===== src/rtl/u8sd_pkg.sv =====
// ----------------------------------------------------------------------------
// u8sd_pkg
// Shared types, constants and lookup tables for the UTF-8 stream decoder:
// byte class map, automaton transition table and the step result struct.
// ----------------------------------------------------------------------------
package u8sd_pkg;

   localparam int STATE_BITS     = 4;
   localparam int CLASS_BITS     = 4;
   localparam int ACC_BITS       = 21;
   localparam int CHAR_CNT_BITS  = 16;
   localparam int COUNT_BITS_DEF = 16;
   localparam int NUM_STATES     = 9;
   localparam int TABLE_DEPTH    = NUM_STATES * (2 ** CLASS_BITS);
   localparam int TABLE_IDX_BITS = STATE_BITS + CLASS_BITS;

   typedef logic [STATE_BITS-1:0] dfa_state_type;
   typedef logic [CLASS_BITS-1:0] byte_class_type;
   typedef logic [ACC_BITS-1:0]   code_type;

   // automaton states with a fixed meaning; the rest wait for continuation bytes
   localparam dfa_state_type ST_ACCEPT = 4'd0;
   localparam dfa_state_type ST_REJECT = 4'd1;

   // result status codes
   typedef enum logic [1:0] {
      STATUS_DONE   = 2'd0,
      STATUS_REJECT = 2'd1,
      STATUS_MORE   = 2'd2
   } status_type;

   // one decoding step, handed from the step logic to the top level
   typedef struct packed {
      dfa_state_type next_state;
      code_type      accum;
   } step_type;

   // next state, indexed by {state, class}; one row of 16 classes per state
   localparam dfa_state_type NEXT_STATE_TABLE [TABLE_DEPTH] = '{
      4'd0,4'd1,4'd2,4'd3,4'd5,4'd8,4'd7,4'd1,4'd1,4'd1,4'd4,4'd6,4'd1,4'd1,4'd1,4'd1,
      4'd1,4'd1,4'd1,4'd1,4'd1,4'd1,4'd1,4'd1,4'd1,4'd1,4'd1,4'd1,4'd1,4'd1,4'd1,4'd1,
      4'd1,4'd0,4'd1,4'd1,4'd1,4'd1,4'd1,4'd0,4'd1,4'd0,4'd1,4'd1,4'd1,4'd1,4'd1,4'd1,
      4'd1,4'd2,4'd1,4'd1,4'd1,4'd1,4'd1,4'd2,4'd1,4'd2,4'd1,4'd1,4'd1,4'd1,4'd1,4'd1,
      4'd1,4'd1,4'd1,4'd1,4'd1,4'd1,4'd1,4'd2,4'd1,4'd1,4'd1,4'd1,4'd1,4'd1,4'd1,4'd1,
      4'd1,4'd2,4'd1,4'd1,4'd1,4'd1,4'd1,4'd1,4'd1,4'd2,4'd1,4'd1,4'd1,4'd1,4'd1,4'd1,
      4'd1,4'd1,4'd1,4'd1,4'd1,4'd1,4'd1,4'd3,4'd1,4'd3,4'd1,4'd1,4'd1,4'd1,4'd1,4'd1,
      4'd1,4'd3,4'd1,4'd1,4'd1,4'd1,4'd1,4'd3,4'd1,4'd3,4'd1,4'd1,4'd1,4'd1,4'd1,4'd1,
      4'd1,4'd3,4'd1,4'd1,4'd1,4'd1,4'd1,4'd1,4'd1,4'd1,4'd1,4'd1,4'd1,4'd1,4'd1,4'd1
   };

   // byte class map
   function automatic byte_class_type byte_class(input logic [7:0] b);
      byte_class_type cls;
      case (b) inside
         [8'h00:8'h7F]: cls = 4'd0;
         [8'h80:8'h8F]: cls = 4'd1;
         [8'h90:8'h9F]: cls = 4'd9;
         [8'hA0:8'hBF]: cls = 4'd7;
         [8'hC0:8'hC1]: cls = 4'd8;
         [8'hC2:8'hDF]: cls = 4'd2;
         8'hE0:         cls = 4'd10;
         [8'hE1:8'hEC]: cls = 4'd3;
         8'hED:         cls = 4'd4;
         [8'hEE:8'hEF]: cls = 4'd3;
         8'hF0:         cls = 4'd11;
         [8'hF1:8'hF3]: cls = 4'd6;
         8'hF4:         cls = 4'd5;
         default:       cls = 4'd8;
      endcase
      return cls;
   endfunction

   // transition lookup; an out-of-range state behaves as reject
   function automatic dfa_state_type next_state(input dfa_state_type st,
                                                input byte_class_type cls);
      dfa_state_type               st_ok;
      logic [TABLE_IDX_BITS-1:0]   idx;
      st_ok = (st >= dfa_state_type'(NUM_STATES)) ? ST_REJECT : st;
      idx   = {st_ok, cls};
      return NEXT_STATE_TABLE[idx];
   endfunction

endpackage


===== src/rtl/u8sd_step.sv =====
// ----------------------------------------------------------------------------
// u8sd_step
// One decoding step: classify the byte, advance the automaton and fold the
// payload bits into the code point accumulator. Pure combinational logic.
// ----------------------------------------------------------------------------
module u8sd_step (
   input  u8sd_pkg::dfa_state_type state,
   input  u8sd_pkg::code_type      accum,
   input  logic [7:0]              data_byte,
   output u8sd_pkg::step_type      step
);

   u8sd_pkg::byte_class_type cls;
   logic                     in_accept;
   logic [7:0]               lead_bits;

   // byte class, transition and accumulator update
   always_comb begin
      cls       = u8sd_pkg::byte_class(data_byte);
      in_accept = (state == u8sd_pkg::ST_ACCEPT);
      lead_bits = (8'hFF >> cls) & data_byte;
      step.next_state = u8sd_pkg::next_state(state, cls);
      // lead byte loads its payload bits, continuation bytes shift in six more
      if (in_accept) begin
         step.accum = u8sd_pkg::code_type'(lead_bits);
      end else begin
         step.accum = {accum[u8sd_pkg::ACC_BITS-7:0], data_byte[5:0]};
      end
   end

endmodule


===== src/rtl/utf8_stream_decoder.sv =====
// ----------------------------------------------------------------------------
// utf8_stream_decoder
// Table-driven UTF-8 decoder and validator with a per-string character count.
// ----------------------------------------------------------------------------
// The block takes one byte per clock cycle and returns one result per byte,
// in the cycle after the byte is accepted. The byte class lookup, the
// transition table and the accumulator shift all sit between the state
// registers and the result register, so a new byte can follow every cycle;
// the result register passes ready straight through, so it keeps that rate
// whenever the downstream side takes results as fast. Status 0 means a
// character completed (code point valid), 1 means the string is rejected
// (sticky until the byte flagged last), 2 means more bytes are needed. The
// byte flagged last reports string_ok and clears the automaton and counter.
// ----------------------------------------------------------------------------
module utf8_stream_decoder #(
   parameter int COUNT_BITS = u8sd_pkg::COUNT_BITS_DEF
) (
   input  logic        clock,
   input  logic        reset,
   // byte input
   input  logic        req_valid,
   output logic        req_ready,
   input  logic [7:0]  req_data_byte,
   input  logic        req_end_of_string,
   // decode result
   output logic        rsp_valid,
   input  logic        rsp_ready,
   output logic [1:0]  rsp_status,
   output logic [20:0] rsp_code_point,
   output logic [15:0] rsp_char_count,
   output logic        rsp_string_ok,
   output logic        rsp_last_out
);

   localparam int CNT_VIEW = (COUNT_BITS < u8sd_pkg::CHAR_CNT_BITS) ?
                             COUNT_BITS : u8sd_pkg::CHAR_CNT_BITS;

   u8sd_pkg::dfa_state_type dfa_state_ff, dfa_state_in;
   u8sd_pkg::code_type      code_accum_ff, code_accum_in;
   logic [COUNT_BITS-1:0]   char_counter_ff, char_counter_in;
   logic                    rsp_valid_ff, rsp_valid_in;
   u8sd_pkg::status_type    status_ff, status_in;
   u8sd_pkg::code_type      code_point_ff, code_point_in;
   logic [15:0]             char_count_ff, char_count_in;
   logic                    string_ok_ff, string_ok_in;
   logic                    last_out_ff, last_out_in;

   u8sd_pkg::step_type      step;
   logic                    req_accept;
   logic                    done;
   logic [COUNT_BITS-1:0]   counter_next;

   u8sd_step u_step (
      .state     (dfa_state_ff),
      .accum     (code_accum_ff),
      .data_byte (req_data_byte),
      .step      (step)
   );

   // handshake: result register frees up when empty or being drained
   assign req_ready  = !rsp_valid_ff || rsp_ready;
   assign req_accept = req_valid && req_ready;

   // character completion and saturating count
   always_comb begin
      done         = (step.next_state == u8sd_pkg::ST_ACCEPT);
      counter_next = char_counter_ff;
      if (done && (char_counter_ff != {COUNT_BITS{1'b1}})) begin
         counter_next = char_counter_ff + 1'b1;
      end
   end

   // next values of state and result registers
   always_comb begin
      dfa_state_in    = dfa_state_ff;
      code_accum_in   = code_accum_ff;
      char_counter_in = char_counter_ff;
      rsp_valid_in    = rsp_valid_ff && !rsp_ready;
      status_in       = status_ff;
      code_point_in   = code_point_ff;
      char_count_in   = char_count_ff;
      string_ok_in    = string_ok_ff;
      last_out_in     = last_out_ff;
      if (req_accept) begin
         rsp_valid_in  = 1'b1;
         if (done) begin
            status_in = u8sd_pkg::STATUS_DONE;
         end else if (step.next_state == u8sd_pkg::ST_REJECT) begin
            status_in = u8sd_pkg::STATUS_REJECT;
         end else begin
            status_in = u8sd_pkg::STATUS_MORE;
         end
         code_point_in = done ? step.accum : '0;
         char_count_in = 16'(counter_next[CNT_VIEW-1:0]);
         string_ok_in  = req_end_of_string && done;
         last_out_in   = req_end_of_string;
         if (req_end_of_string) begin
            dfa_state_in    = u8sd_pkg::ST_ACCEPT;
            code_accum_in   = '0;
            char_counter_in = '0;
         end else begin
            dfa_state_in    = step.next_state;
            code_accum_in   = step.accum;
            char_counter_in = counter_next;
         end
      end
   end

   // control and decoder state
   always_ff @(posedge clock) begin
      if (reset) begin
         dfa_state_ff    <= u8sd_pkg::ST_ACCEPT;
         code_accum_ff   <= '0;
         char_counter_ff <= '0;
         rsp_valid_ff    <= 1'b0;
      end else begin
         dfa_state_ff    <= dfa_state_in;
         code_accum_ff   <= code_accum_in;
         char_counter_ff <= char_counter_in;
         rsp_valid_ff    <= rsp_valid_in;
      end
   end

   // result payload
   always_ff @(posedge clock) begin
      status_ff     <= status_in;
      code_point_ff <= code_point_in;
      char_count_ff <= char_count_in;
      string_ok_ff  <= string_ok_in;
      last_out_ff   <= last_out_in;
   end

   assign rsp_valid      = rsp_valid_ff;
   assign rsp_status     = status_ff;
   assign rsp_code_point = code_point_ff;
   assign rsp_char_count = char_count_ff;
   assign rsp_string_ok  = string_ok_ff;
   assign rsp_last_out   = last_out_ff;

   // code point only shown with a completed character
   a_cp_zero: assert property (@(posedge clock) disable iff (reset)
      rsp_valid_ff && (status_ff != u8sd_pkg::STATUS_DONE) |-> code_point_ff == '0)
      else $error("code point nonzero without a completed character");

   // string_ok only on the last byte of an accepted string
   a_ok_last: assert property (@(posedge clock) disable iff (reset)
      rsp_valid_ff && string_ok_ff |-> last_out_ff && (status_ff == u8sd_pkg::STATUS_DONE))
      else $error("string_ok without last byte in accept");

   // last byte clears the automaton and the counter
   a_eos_clear: assert property (@(posedge clock) disable iff (reset)
      req_accept && req_end_of_string |=>
         (dfa_state_ff == u8sd_pkg::ST_ACCEPT) && (char_counter_ff == '0))
      else $error("state not cleared after last byte");

   // reject holds until the string ends
   a_reject_sticky: assert property (@(posedge clock) disable iff (reset)
      req_accept && !req_end_of_string && (dfa_state_ff == u8sd_pkg::ST_REJECT) |=>
         dfa_state_ff == u8sd_pkg::ST_REJECT)
      else $error("reject state left before end of string");

   // automaton never leaves its defined range
   a_state_range: assert property (@(posedge clock) disable iff (reset)
      dfa_state_ff < u8sd_pkg::dfa_state_type'(u8sd_pkg::NUM_STATES))
      else $error("automaton state out of range");

endmodule

===== config.mk =====
export PLATFORM = sky130hd
export DESIGN_NAME = utf8_stream_decoder
export DESIGN_NICKNAME = d
export VERILOG_FILES = /design/src/rtl/u8sd_pkg.sv /design/src/rtl/u8sd_step.sv /design/src/rtl/utf8_stream_decoder.sv
export SDC_FILE = /design/constraint.sdc
export NUM_CORES = 1
export LEC_CHECK = 0
export ABC_CLOCK_PERIOD_IN_PS = 5100
export BUFFER_PORTS_ARGS = -buffer_cell sky130_fd_sc_hd__buf_4
export CAP_MARGIN = 20
export CORE_MARGIN = 10
export CORE_UTILIZATION = 57
export CTS_CLUSTER_DIAMETER = 100
export DETAILED_ROUTE_END_ITERATION = 12
export HOLD_SLACK_MARGIN = 0.12
export PLACE_DENSITY = 0.85
export SYNTH_ARGS = -nofsm -noshare
export SYNTH_HDL_FRONTEND = slang
export SYNTH_SLANG_ARGS = --single-unit

===== constraint.sdc =====
create_clock -name clock -period 5.1 [get_ports clock]
set_clock_uncertainty 0.15 [all_clocks]
set_input_delay 1.02 -clock clock [delete_from_list [all_inputs] [get_ports clock]]
set_output_delay 1.02 -clock clock [all_outputs]
set_load 0.02 [all_outputs]

# Word level (Yosys, flattened, before mapping)
# Memories as Yosys holds them, arrays and structs flattened.
# Cells that the tools add are included.
[word_totals]
rom_bits = 1024
word_cells = 81
n_memories = 1
in_bits = 13
ff_bits = 77
out_inout_bits = 43
[classes]
bitwise = 2
shift = 1
eq_ne = 6
reduce_logical = 18
add_sub_neg = 1
n_lt_le_gt_ge = 20
muxes = 23
[mem_list]
columns = ["name", "depth", "width", "read_ports", "rd_ports_with_merged_regs", "write_ports", "line", "rtl"]
rows = [
  ["(no name shown)", 256, 4, 1, 0, 0, "u8sd_pkg.sv:80", "return NEXT_STATE_TABLE[idx];"],
]
[ops]
columns = ["op", "n"]
rows = [
  ["$mux 4", 17],
  ["$ge 8x8->1 const B", 8],
  ["$le 8x8->1 const B", 8],
  ["$eq 8x8->1 const B", 4],
  ["$mux 16", 2],
  ["$mux 21", 1],
  ["$add 16x1->16 const B", 1],
  ["$ne 16x16->1 const B", 1],
  ["$mux 15", 1],
  ["$logic_and 1x1->1", 13],
  ["$ge 9x9->1 const B", 1],
  ["$not 8->9", 1],
  ["$and 8x8->8", 1],
  ["$ge 8x1->1 const B", 1],
  ["$le 8x7->1 const B", 1],
  ["$logic_not 4->1", 2],
  ["$shr 8x4->8 const A", 1],
  ["$eq 4x1->1 const B", 1],
  ["$ge 4x4->1 const B", 1],
  ["$logic_not 1->1", 2],
  ["$mux 2", 1],
  ["$logic_or 1x1->1", 1],
  ["$mux 1", 1],
]

# Logic depth before layout (Yosys ltp)
# Gate-level depths: netlist of the first run.
[depth]
depth_word = 22
mapped_depth = 13
ltp_nobuf = 10

# Hierarchy
# Synthesis of the first run repeated with hierarchy kept, for this count alone.
[hier_totals]
cells_unflattened = 470
hier_area_um2 = 4393.0
[modules_own_cells]
columns = ["mod", "seq_area_each_um2", "cells_each", "instances", "area_each_um2"]
rows = [
  ["utf8_stream_decoder", 2072.0, 354, 1, 3594.7],
  ["u8sd_step", 0.0, 116, 1, 798.3],
]

# Worst setup path after synthesis of the first run
# Ideal clock, no wire load.
[synth_path]
kind = "in2reg"
start = "input port req_data_byte[3]"
end = "register char_count_ff[5] (netlist: rsp_char_count[5]) (data pin)"
path_buffers = 1
arrival_ns = 3.650
required_time_ns = 4.691
slack_ns = 1.041
cell_stages = 9
setup_time_ns = 0.259
cell_sequence = "buf_2 or3_4 o32a_4 a221oi_4 nor2_2 a32o_1 or3_4 or4_1 xnor2_1"
[synth_via]
elab_chain_len = 21
word_cells_on_any_way = 51
cone_classes = "order compare (18); eq/ne (4); mux (16); bitwise (1); reduce/logical (11); memory (1)"
[synth_lines]
columns = ["item", "line", "rtl"]
rows = [
  ["start: declaration", "utf8_stream_decoder.sv:23", "input logic [7:0] req_data_byte,"],
  ["$ge 8x8->1 (not written as such), or another cell as far along", "u8sd_step.sv:19", "cls = u8sd_pkg::byte_class(data_byte);"],
  ["$logic_and 1x1->1 (not written as such) or $mux 4 (tied branches)", "u8sd_step.sv:19, u8sd_pkg.sv:54", ""],
  ["$mux 4 (11 in series)", "u8sd_pkg.sv:54", "case (b) inside"],
  ["$mux 4 (*)", "u8sd_pkg.sv:54", ""],
  ["$not 8->9 (not written as such) (*)", "u8sd_pkg.sv:80", ""],
  ["$mem_v2 256x4 (*)", "n/a", ""],
  ["$mux 4 (not written as such) (*) (2 in series)", "u8sd_pkg.sv:80", ""],
  ["$logic_not 4->1 (*)", "utf8_stream_decoder.sv:66", "done = (step.next_state == u8sd_pkg::ST_ACCEPT);"],
  ["$logic_and 1x1->1 (*)", "utf8_stream_decoder.sv:68", "if (done && (char_counter_ff != {COUNT_BITS{1'b1}})) begin"],
  ["$mux 16 (*)", "utf8_stream_decoder.sv:68", ""],
  ["net counter_next[5]", "utf8_stream_decoder.sv:51", "logic [COUNT_BITS-1:0] counter_next;"],
  ["end signal: assignment", "utf8_stream_decoder.sv:128", "char_count_ff <= char_count_in;"],
  ["end: declaration", "utf8_stream_decoder.sv:44", "logic [15:0] char_count_ff, char_count_in;"],
]
# Mark *: on every way through the listed nets, which the timed path passes. The rest lies on a longest branch. The select of a mux whose other input is x is not followed.
# A chain may end at the register's enable or synchronous reset.

# Final worst setup path of the first run
[layout_path]
start = "input port req_data_byte[0]"
end = "register char_count_ff[13] (netlist: rsp_char_count[13]) (data pin)"
# Same word-level chain as after synthesis.

==> results of run 1 <==
per-stage QoR:
| stage | power, mW | instance area [µm²] | hold WS [ps] |
|---|---|---|---|
| 2_1_floorplan | 0.844 | 3900 | 304 |
| 3_3_place_gp | 0.911 | 4330 | 332 |
| 3_5_place_dp | 0.916 | 4330 | 340 |
| 4_1_cts | 1.34 | 4510 | 360 |
| 5_1_grt | 1.39 | 4510 | 374 |
| 6_report | 1.33 | 4510 | 357 |
registers in the layout (all words and copies together), names as in the netlist:
| register | flops |
|---|---|
| char_counter_ff | 16 |
| code_accum_ff | 15 |
| dfa_state_ff | 4 |
| rsp_char_count | 16 |
| rsp_code_point | 21 |
| rsp_last_out | 1 |
| rsp_status | 2 |
| rsp_string_ok | 1 |
| rsp_valid | 1 |
layout make-up:
class / instances / area (µm²)
clock inverter: 5 / 51.3
timing repair buffer: 58 / 435
clock buffer: 11 / 131
multi-input combinational: 289 / 1800
fill: 511 / 2210
inverter: 10 / 37.5
tap: 80 / 100
sequential: 77 / 1950
cells in the final DEF, fill, tap and decap left out, types with 3 or more instances in the layout:
| cell | netlist | final |
|---|---|---|
| and3_1 | 10 | 10 |
| nor2_1 | 46 | 46 |
| a41oi_1 | 3 | 3 |
| buf_4 | 1 | 58 |
| nor2b_1 | 5 | 5 |
| nand2_1 | 41 | 41 |
| a21oi_1 | 18 | 18 |
| or3_1 | 4 | 4 |
| a31o_2 | 5 | 5 |
| xnor2_1 | 12 | 12 |
| edfxtp_1 | 41 | 41 |
| a32oi_1 | 5 | 5 |
| inv_1 | 9 | 9 |
| a32o_1 | 3 | 3 |
| o21ai_0 | 14 | 14 |
| a22oi_1 | 11 | 11 |
| nand4_1 | 4 | 4 |
| nor3_1 | 5 | 5 |
| dfxtp_1 | 36 | 36 |
| nand2b_1 | 8 | 8 |
| and2_1 | 18 | 18 |
| a31oi_1 | 14 | 14 |
| o211ai_1 | 5 | 5 |
| nor4_1 | 4 | 4 |
| nand3_1 | 8 | 8 |
| a211o_1 | 3 | 3 |
| clkbuf_8 | 0 | 9 |
layer usage:
metal / global-route usage [%] / vias to the layer above / wire (µm)
met1: 21.0 / 1542 / 3690
met2: 27.2 / 152 / 4200
met3: 4.83 / 12 / 850
li1: - / 1563 / -
met5: 0 / - / 0
met4: 7.06 / 0 / 150
cell families (layout without fill, tap and decap cells):
group	Yosys count	count (layout)
flip-flops	77	77
AND/OR/NAND/NOR	174	174
adder cells (fa/ha/maj)	1	1
multiplexers	1	1
XOR/XNOR	14	14
AO/OA/AOI/OAI	99	99
buffers and inverters	36	84
power groups by stage:
stage	Clock (mW)	Sequential, mW	Combinational, mW
2_1_floorplan	0	0.731	0.113
3_3_place_gp	0	0.706	0.205
3_5_place_dp	0	0.706	0.209
4_1_cts	0.436	0.693	0.210
5_1_grt	0.461	0.696	0.229
6_report	0.428	0.693	0.211
final timing paths:
kind,end,cells past startpoint
worst max-delay path,rsp_char_count[13]$_DFFE_PP_,10
worst min-delay path,code_accum_ff[12]$_SDFFE_PP0P_,2
worst max register to register,rsp_char_count[13]$_DFFE_PP_,10
worst min register to register,code_accum_ff[12]$_SDFFE_PP0P_,2
critical path: stages:
cell and delay, ps:
buf_4 140, nor4_1 620, o21bai_1 220, a221oi_4 460, nor2_2 100, a32o_1 260
or3_4 370, nor3_4 510, nand2_1 190, xnor2_1 170
==> flow_summary.ini, run 1 <==
[critical_path]
start_kind = input port
crit_path_max_fanout = 16
crit_path_end_kind = register
rr_startpoint = dfa_state_ff[1]$_SDFFE_PP0P_
critPathRequiredTime_ps = 5040
crit_start = req_data_byte[0]
regToRegSetupSlack_ps = 1880
crit_type = in2reg
cp_data_arrival_time_ps = 4070

[clocking]
cts_tree = yes
cts.path.max_buffers = 2
htreeDepth = 3
clkSinkCount = 77
clock_latency_ps = 340
postCtsSetupRepairBufs = 0
cts_resized = 0
cts-buffers-inserted = 9
hold_buffers = 0
path_clk_slew_ps = 70
cts_root_buf = clkbuf_8

[floorplanning]
core-area_um2 = 6720
start_util_pct = 58.1
die_x_um = 103
dieArea_um2 = 10600
ios = 56
rows = 30
die_h_um = 103

[sta]
rsz0062_at_grt = no
period_share_pct = 81.1
finalMaxSlewViolations = 0
tightest_slew_ps = 1060
fmax_mhz = 242
period_minus_slack_ps = 4140
final_hold_viol_count = 0
tns_ps = 0
setup_slack_ps = 964
setup_viol = 0
slew_headroom_pct = 28.8

[synthesis]
synth_top_area_cell = edfxtp_1
synth_compound_area_share_pct = 18.7
ys_top_cells_by_count = nor2_1 (46), edfxtp_1 (41), nand2_1 (41)
synth_adder_area_share_pct = 0.321
synth_area_per_cell_um2 = 9.71
netlist.area_leader.share_pct = 31.5
synth_edf_count = 41
synth_seq_cells = 77
synth_ff_type = edfxtp_1
synth-simple-area-share_pct = 23.7
synth_most_common_cell = nor2_1
ys_warn_count = 0
synth_top_family_by_area = simple AND/OR/NAND/NOR gates
synth_nets = 416
synthXorXnorAreaFrac_pct = 3.14
synthTopCellsByArea = edfxtp_1 (32%), dfxtp_1 (18%), nor2_1 (4.4%)
synthCells = 402
yosys-mux-area-fraction_pct = 0.288
synthDistinctLibCells = 62
yosysSeqAreaShare_pct = 50.0
synthesis.area_um2 = 3900
synthArstFlopShare_pct = 0

[finish]
syn2layout_area_growth_pct = 15.5
final_cell_count_no_fill = 530
final_core_util_pct = 67.1
fin_nets = 459
n_antenna_cell = 0
drive_gt1_share_pct = 20.0

[pwr]
p_comb_share_pct = 15.8
power.share.clock_pct = 32.2
power_frac_seq_pct = 52.0
p_leak_nw = 1.68
p_switching_mw = 0.355
power_density_nw_per_um2 = 295
p_sw_share_pct = 26.7
p_int_mw = 0.977
ir_worst_vdd_mv = 0.217

[route]
dr.pass1.iters = 5
drt_iter0_markers = 226
drtAntennaViolNets = 0
drc = 0
dr_total_vias = 3269
wl_per_cell_um = 16.8
drt-total-wl_um = 8890
vias_per_cell = 6.17

[global_routing]
antenna_found_initial = 0
grt_usage_pct = 17.0
grt_first_pass_wirelength_um = 14400
grt_overflow = 0
grt_pass1_vias = 2966
grt_max_degree = 43

[status]
status = finished clean

[placement]
place_ws_ps = 684
routabilityCongestion = 0.921
dp_hpwl_um = 6250
placedCellCount = 514
portBuffers = 55

[worst_hold_path]
hp-class = reg2reg
min_from = code_accum_ff[12]$_SDFFE_PP0P_

[job]
cap_violations = 0
Power figures use the tool's default switching activity.
==> inputs of run 2 (changes only) <==
--- a/config.mk
+++ b/config.mk
@@ -5,15 +5,15 @@
 export SDC_FILE = /design/constraint.sdc
 export NUM_CORES = 1
 export LEC_CHECK = 0
-export ABC_CLOCK_PERIOD_IN_PS = 5100
+export ABC_CLOCK_PERIOD_IN_PS = 3800
 export BUFFER_PORTS_ARGS = -buffer_cell sky130_fd_sc_hd__buf_4
 export CAP_MARGIN = 20
 export CORE_MARGIN = 10
-export CORE_UTILIZATION = 57
+export CORE_UTILIZATION = 52
 export CTS_CLUSTER_DIAMETER = 100
 export DETAILED_ROUTE_END_ITERATION = 12
 export HOLD_SLACK_MARGIN = 0.12
-export PLACE_DENSITY = 0.85
+export PLACE_DENSITY = 0.82
 export SYNTH_ARGS = -nofsm -noshare
 export SYNTH_HDL_FRONTEND = slang
 export SYNTH_SLANG_ARGS = --single-unit
==> constraint.sdc (replaced) <==
create_clock -name clock -period 3.8 [get_ports clock]
set_clock_uncertainty 0.15 [all_clocks]
set_input_delay 0.76 -clock clock [delete_from_list [all_inputs] [get_ports clock]]
set_output_delay 0.76 -clock clock [all_outputs]
set_load 0.02 [all_outputs]
==> flow_summary.ini, run 2 (same netlist as run 1, synthesis figures left out) <==
[sta]
final_hold_viol_count = 0
rsz0062_at_grt = no
slew_headroom_pct = 32.7
fmax_mhz = 283
period_minus_slack_ps = 3540
setup_viol = 0
tightest_slew_ps = 1000
finalMaxSlewViolations = 0
tns_ps = 0
period_share_pct = 93.1

[floorplanning]
dieArea_um2 = 11400
rows = 31
die_h_um = 107
die_x_um = 107
ios = 56
start_util_pct = 53.5
core-area_um2 = 7290

[critical_path]
crit_path_end_kind = register
cpPeakStageDelay_ps = 410
critPathRequiredTime_ps = 3930
start_kind = input port
slowest_stage = a221o_1
crit_path_max_fanout = 10
cp_data_arrival_time_ps = 3670
cp_cell_sequence = buf_4 -> or3_4 -> o32a_4 -> a221o_1 -> a41oi_2 -> o311ai_1 -> a21oi_4 -> buf_4 -> and4_1 -> buf_4 -> a41oi_1 -> a31oi_1
crit_type = in2reg
cp_common_cell = buf_4

[pwr]
p_comb_share_pct = 16.9
p_sw_share_pct = 27.7
p_leak_nw = 1.79
power_frac_seq_pct = 50.0
p_int_mw = 1.34
ir_worst_vdd_mv = 0.177
power.share.clock_pct = 33.1
p_switching_mw = 0.514
power_density_nw_per_um2 = 395
total_power_mw = 1.86

[clocking]
cts_tree = yes
cts_root_buf = clkbuf_8
clkSinkCount = 77
htreeDepth = 3
hold_buffers = 0
cts-buffers-inserted = 9
path_clk_slew_ps = 80
clock_latency_ps = 350
cts_resized = 0
cts.path.max_buffers = 2
postCtsSetupRepairBufs = 0

[global_routing]
grt_pass1_vias = 3175
grt_max_degree = 43
grt_first_pass_wirelength_um = 15100
grt_overflow = 0
antenna_found_initial = 0
grt_usage_pct = 16.0

[finish]
final_common_cell = buf_4
final_cell_count_no_fill = 567
largest_reg_flops = 21
fin_nets = 477
drive_gt1_share_pct = 23.7
syn2layout_area_growth_pct = 20.3
n_antenna_cell = 0
final_cell_mix = buf_4 (75), nor2_1 (46), nand2_1 (41), edfxtp_1 (41), dfxtp_1 (36)
fillers = 624

[route]
drc = 0
vias_per_cell = 5.96
drtAntennaViolNets = 0
drt-total-wl_um = 9230
drt_iter0_markers = 305
dr_total_vias = 3378
wl_per_cell_um = 16.3
dr.pass1.iters = 5

[placement]
routabilityCongestion = 0.932
dp_hpwl_um = 6540
placedCellCount = 551
portBuffers = 55

[job]
cap_violations = 0

[status]
status = finished clean

[worst_hold_path]
hp-class = reg2reg
==> run 2: per-layer routing <==
| metal | vias up | track usage (%) | part of all wire [%] |
|---|---|---|---|
| met1 | 1598 | 20.0 | 43 |
| met3 | 15 | 4.31 | 8.3 |
| met4 | 0 | 6.87 | 1.5 |
| met5 | - | 0 | 0 |
| met2 | 161 | 25.4 | 47 |
| li1 | 1604 | - | - |
==> run 2: layout make-up <==
cell class / count / area (µm²) / area share, %
multi-input cells: 289 / 1800 / 38.4
clock inverters: 7 / 75.1 / 1.60
inverters: 10 / 37.5 / 0.799
clock buffers: 9 / 124 / 2.64
repair buffers: 76 / 583 / 12.4
flip-flops and latches: 77 / 1950 / 41.6
well taps: 99 / 124 / 2.64
==> run 2: worst max-delay path, delay by kind of cell <==
| family | cells | cell delay [ps] |
|---|---|---|
| buffers and inverters | 3 | 460 |
| AND/OR/NAND/NOR | 2 | 800 |
| AO/OA/AOI/OAI | 7 | 1620 |
==> run 2: worst paths after layout <==
kind	from	end	slack [ps]	cells past startpoint
worst max-delay path	req_data_byte[1]	char_counter_ff[9]$_SDFFE_PP0P_	260	12
worst max register to register	dfa_state_ff[1]$_SDFFE_PP0P_	char_counter_ff[9]$_SDFFE_PP0P_	770	11
worst min register to register	char_counter_ff[6]$_SDFFE_PP0P_	char_counter_ff[6]$_SDFFE_PP0P_	360	2
worst min-delay path	char_counter_ff[6]$_SDFFE_PP0P_	char_counter_ff[6]$_SDFFE_PP0P_	360	2
==> run 2: metrics by stage <==
stage                     hold WS, ps  worst slack, ps  cell area [µm²]  util, %
after floorplan                   304             1.15             3900        -
after global placement            332            -19.0             4500     61.7
after detailed placement          337            -91.9             4500     61.7
after CTS                         362              275             4700     64.4
after global routing              383             52.5             4700     64.4
final                             362              262             4700     64.4
==> run 2: power by group through the flow <==
stage	Clock (mW)	Combinational, mW	Sequential [mW]
floorplan	0	0.152	0.981
finish	0.614	0.313	0.928
global route	0.656	0.338	0.932
CTS	0.619	0.312	0.929
detailed placement	0	0.311	0.948
global placement	0	0.306	0.946
==> inputs of run 3 (changes only) <==
--- a/config.mk
+++ b/config.mk
@@ -5,6 +5,7 @@
 export SDC_FILE = /design/constraint.sdc
 export NUM_CORES = 1
 export LEC_CHECK = 0
+export ABC_AREA = 1
 export ABC_CLOCK_PERIOD_IN_PS = 3800
 export BUFFER_PORTS_ARGS = -buffer_cell sky130_fd_sc_hd__buf_4
 export CAP_MARGIN = 20
==> flow_summary.ini, run 3 <==
[route]
vias_per_cell = 5.25
drt-total-wl_um = 8730
drc = 0
drtAntennaViolNets = 0
dr_total_vias = 3352
drt_iter0_markers = 216
wl_per_cell_um = 13.7
dr.pass1.iters = 5

[sta]
tns_ps = 0
setup_viol = 0
period_share_pct = 78.5
fin_hold_ws_ps = 311
fmax_mhz = 335
period_minus_slack_ps = 2980
tightest_slew_ps = 772
setup_slack_ps = 816
rsz0062_at_grt = no
finalMaxSlewViolations = 0
final_hold_viol_count = 0
slew_headroom_pct = 48.5

[placement]
placedCellCount = 623
dp_hpwl_um = 6250
portBuffers = 55
routabilityCongestion = 0.913
place_ws_ps = 528
placed_cell_area_um2 = 4390

[critical_path]
cp_data_arrival_time_ps = 2940
crit_path_end_kind = register
crit_type = in2reg
critPathRequiredTime_ps = 3760
start_kind = input port
crit_path_max_fanout = 13

[global_routing]
antenna_found_initial = 0
grt_max_degree = 37
grt_usage_pct = 15.6
grt_pass1_vias = 3266
grt_overflow = 0
grt_first_pass_wirelength_um = 14700

[floorplanning]
dieArea_um2 = 11400
core-area_um2 = 7250
die_x_um = 107
die_h_um = 107
ios = 56
start_util_pct = 53.7
rows = 31

[clocking]
hold_buffers = 0
cts_root_buf = clkbuf_8
htreeDepth = 3
cts_resized = 0
cts-buffers-inserted = 9
clock_latency_ps = 350
postCtsSetupRepairBufs = 0
cts.path.max_buffers = 2
cts_tree = yes
clkSinkCount = 77
path_clk_slew_ps = 80

[synthesis]
synthCells = 481
ys_warn_count = 0
ys_top_cells_by_count = nand2_1 (137), nor2_1 (49), inv_1 (48)
synthXorXnorAreaFrac_pct = 2.70
synth_adder_area_share_pct = 0.321
synth_top_family_by_area = simple AND/OR/NAND/NOR gates
synthArstFlopShare_pct = 0
synthDistinctLibCells = 36
synth_area_per_cell_um2 = 8.10
yosysSeqAreaShare_pct = 50.1
synth_seq_cells = 77
netlist.area_leader.share_pct = 31.6
synth_edf_count = 41
synth_most_common_cell = nand2_1
synth_ff_type = edfxtp_1
synthesis.area_um2 = 3900
synth_compound_area_share_pct = 7.29
synthTopCellsByArea = edfxtp_1 (32%), dfxtp_1 (18%), nand2_1 (13%)
yosys-mux-area-fraction_pct = 0
synth-simple-area-share_pct = 32.0
synth_nets = 495
synth_top_area_cell = edfxtp_1

[pwr]
power.share.clock_pct = 30.5
p_comb_share_pct = 17.2
p_sw_share_pct = 28.7
p_int_mw = 1.27
power_density_nw_per_um2 = 389
total_power_mw = 1.77
p_switching_mw = 0.509
ir_worst_vdd_mv = 0.181
p_leak_nw = 1.90
power_frac_seq_pct = 52.3

[finish]
final_cell_count_no_fill = 639
n_antenna_cell = 0
syn2layout_area_growth_pct = 17.0
final_common_cell = nand2_1
fillers = 611
largest_reg_flops = 21
stdcell_area_um2 = 4560
fin_nets = 549
final_cell_mix = nand2_1 (137), buf_4 (58), nor2_1 (49)
final_core_util_pct = 62.8
drive_gt1_share_pct = 20.7

[job]
cap_violations = 0

[status]
status = finished clean

[worst_hold_path]
hp-class = reg2reg
[run 3: changes by cell type in the layout (fill, tap and decap cells not counted), sizes merged, moves of 9 or more]
cell,delta
nand2,+104
inv,+43
nand3,+34
a21oi,+18
buf,-17
nor2,+15
and2,-14
a31oi,-13
and3,-10
o21ai,-9
xnor2,-9
[run 3: power groups by stage]
stage	Clock (mW)	Sequential [mW]	Combinational [mW]
detailed placement	0	0.948	0.305
CTS	0.546	0.929	0.307
floorplan	0	0.986	0.173
finish	0.541	0.928	0.306
global placement	0	0.947	0.300
global route	0.577	0.932	0.336
[run 3: per-layer routing]
metal / global-route usage, % / routed length [µm]
met4: 7.35 / 176
met3: 3.86 / 570
met1: 17.7 / 3680
met5: 0 / 0
met2: 27.0 / 4300
[run 3: cell type report]
class | instances | area [µm²] | share of cell area, %
flip-flops and latches | 77 | 1950 | 42.8
multi-input cells | 332 | 1650 | 36.1
repair buffers | 59 | 455 | 9.99
inverters | 56 | 210 | 4.61
clock buffers | 12 | 145 | 3.18
well taps | 99 | 124 | 2.72
clock inverters | 4 | 25.0 | 0.549
[run 3: logic make-up (layout without fill, tap and decap cells)]
logic type               count (synthesis)  in the layout
buffers and inverters                   72            131
XOR/XNOR                                12             12
AND/OR/NAND/NOR                        268            268
adder cells (fa/ha/maj)                  1              1
flip-flops                              77             77
AO/OA/AOI/OAI                           51             51
[run 3: final timing paths]
| path | endpoint | start | cells after the start | slack [ps] |
|---|---|---|---|---|
| max | rsp_char_count[1]$_DFFE_PP_ | req_data_byte[3] | 17 | 820 |
| max reg2reg | rsp_char_count[0]$_DFFE_PP_ | char_counter_ff[0]$_SDFFE_PP0P_ | 9 | 880 |
| min reg2reg | code_accum_ff[9]$_SDFFE_PP0P_ | code_accum_ff[3]$_SDFFE_PP0P_ | 2 | 310 |
| min | code_accum_ff[9]$_SDFFE_PP0P_ | code_accum_ff[3]$_SDFFE_PP0P_ | 2 | 310 |
[run 3: critical path, cell delays in order]
cell and delay, ps:
buf_4 120, nor2_1 230, nand2_1 140, clkinv_1 90, nand2_1 50, nand2_1 90, inv_1 70, nand3_2 110
nand2_1 70, nand2_1 80, nand4_1 100, nand2_1 130, nand3_2 100, nor2_4 280, buf_4 230, nand3b_1 90
and2_1 180
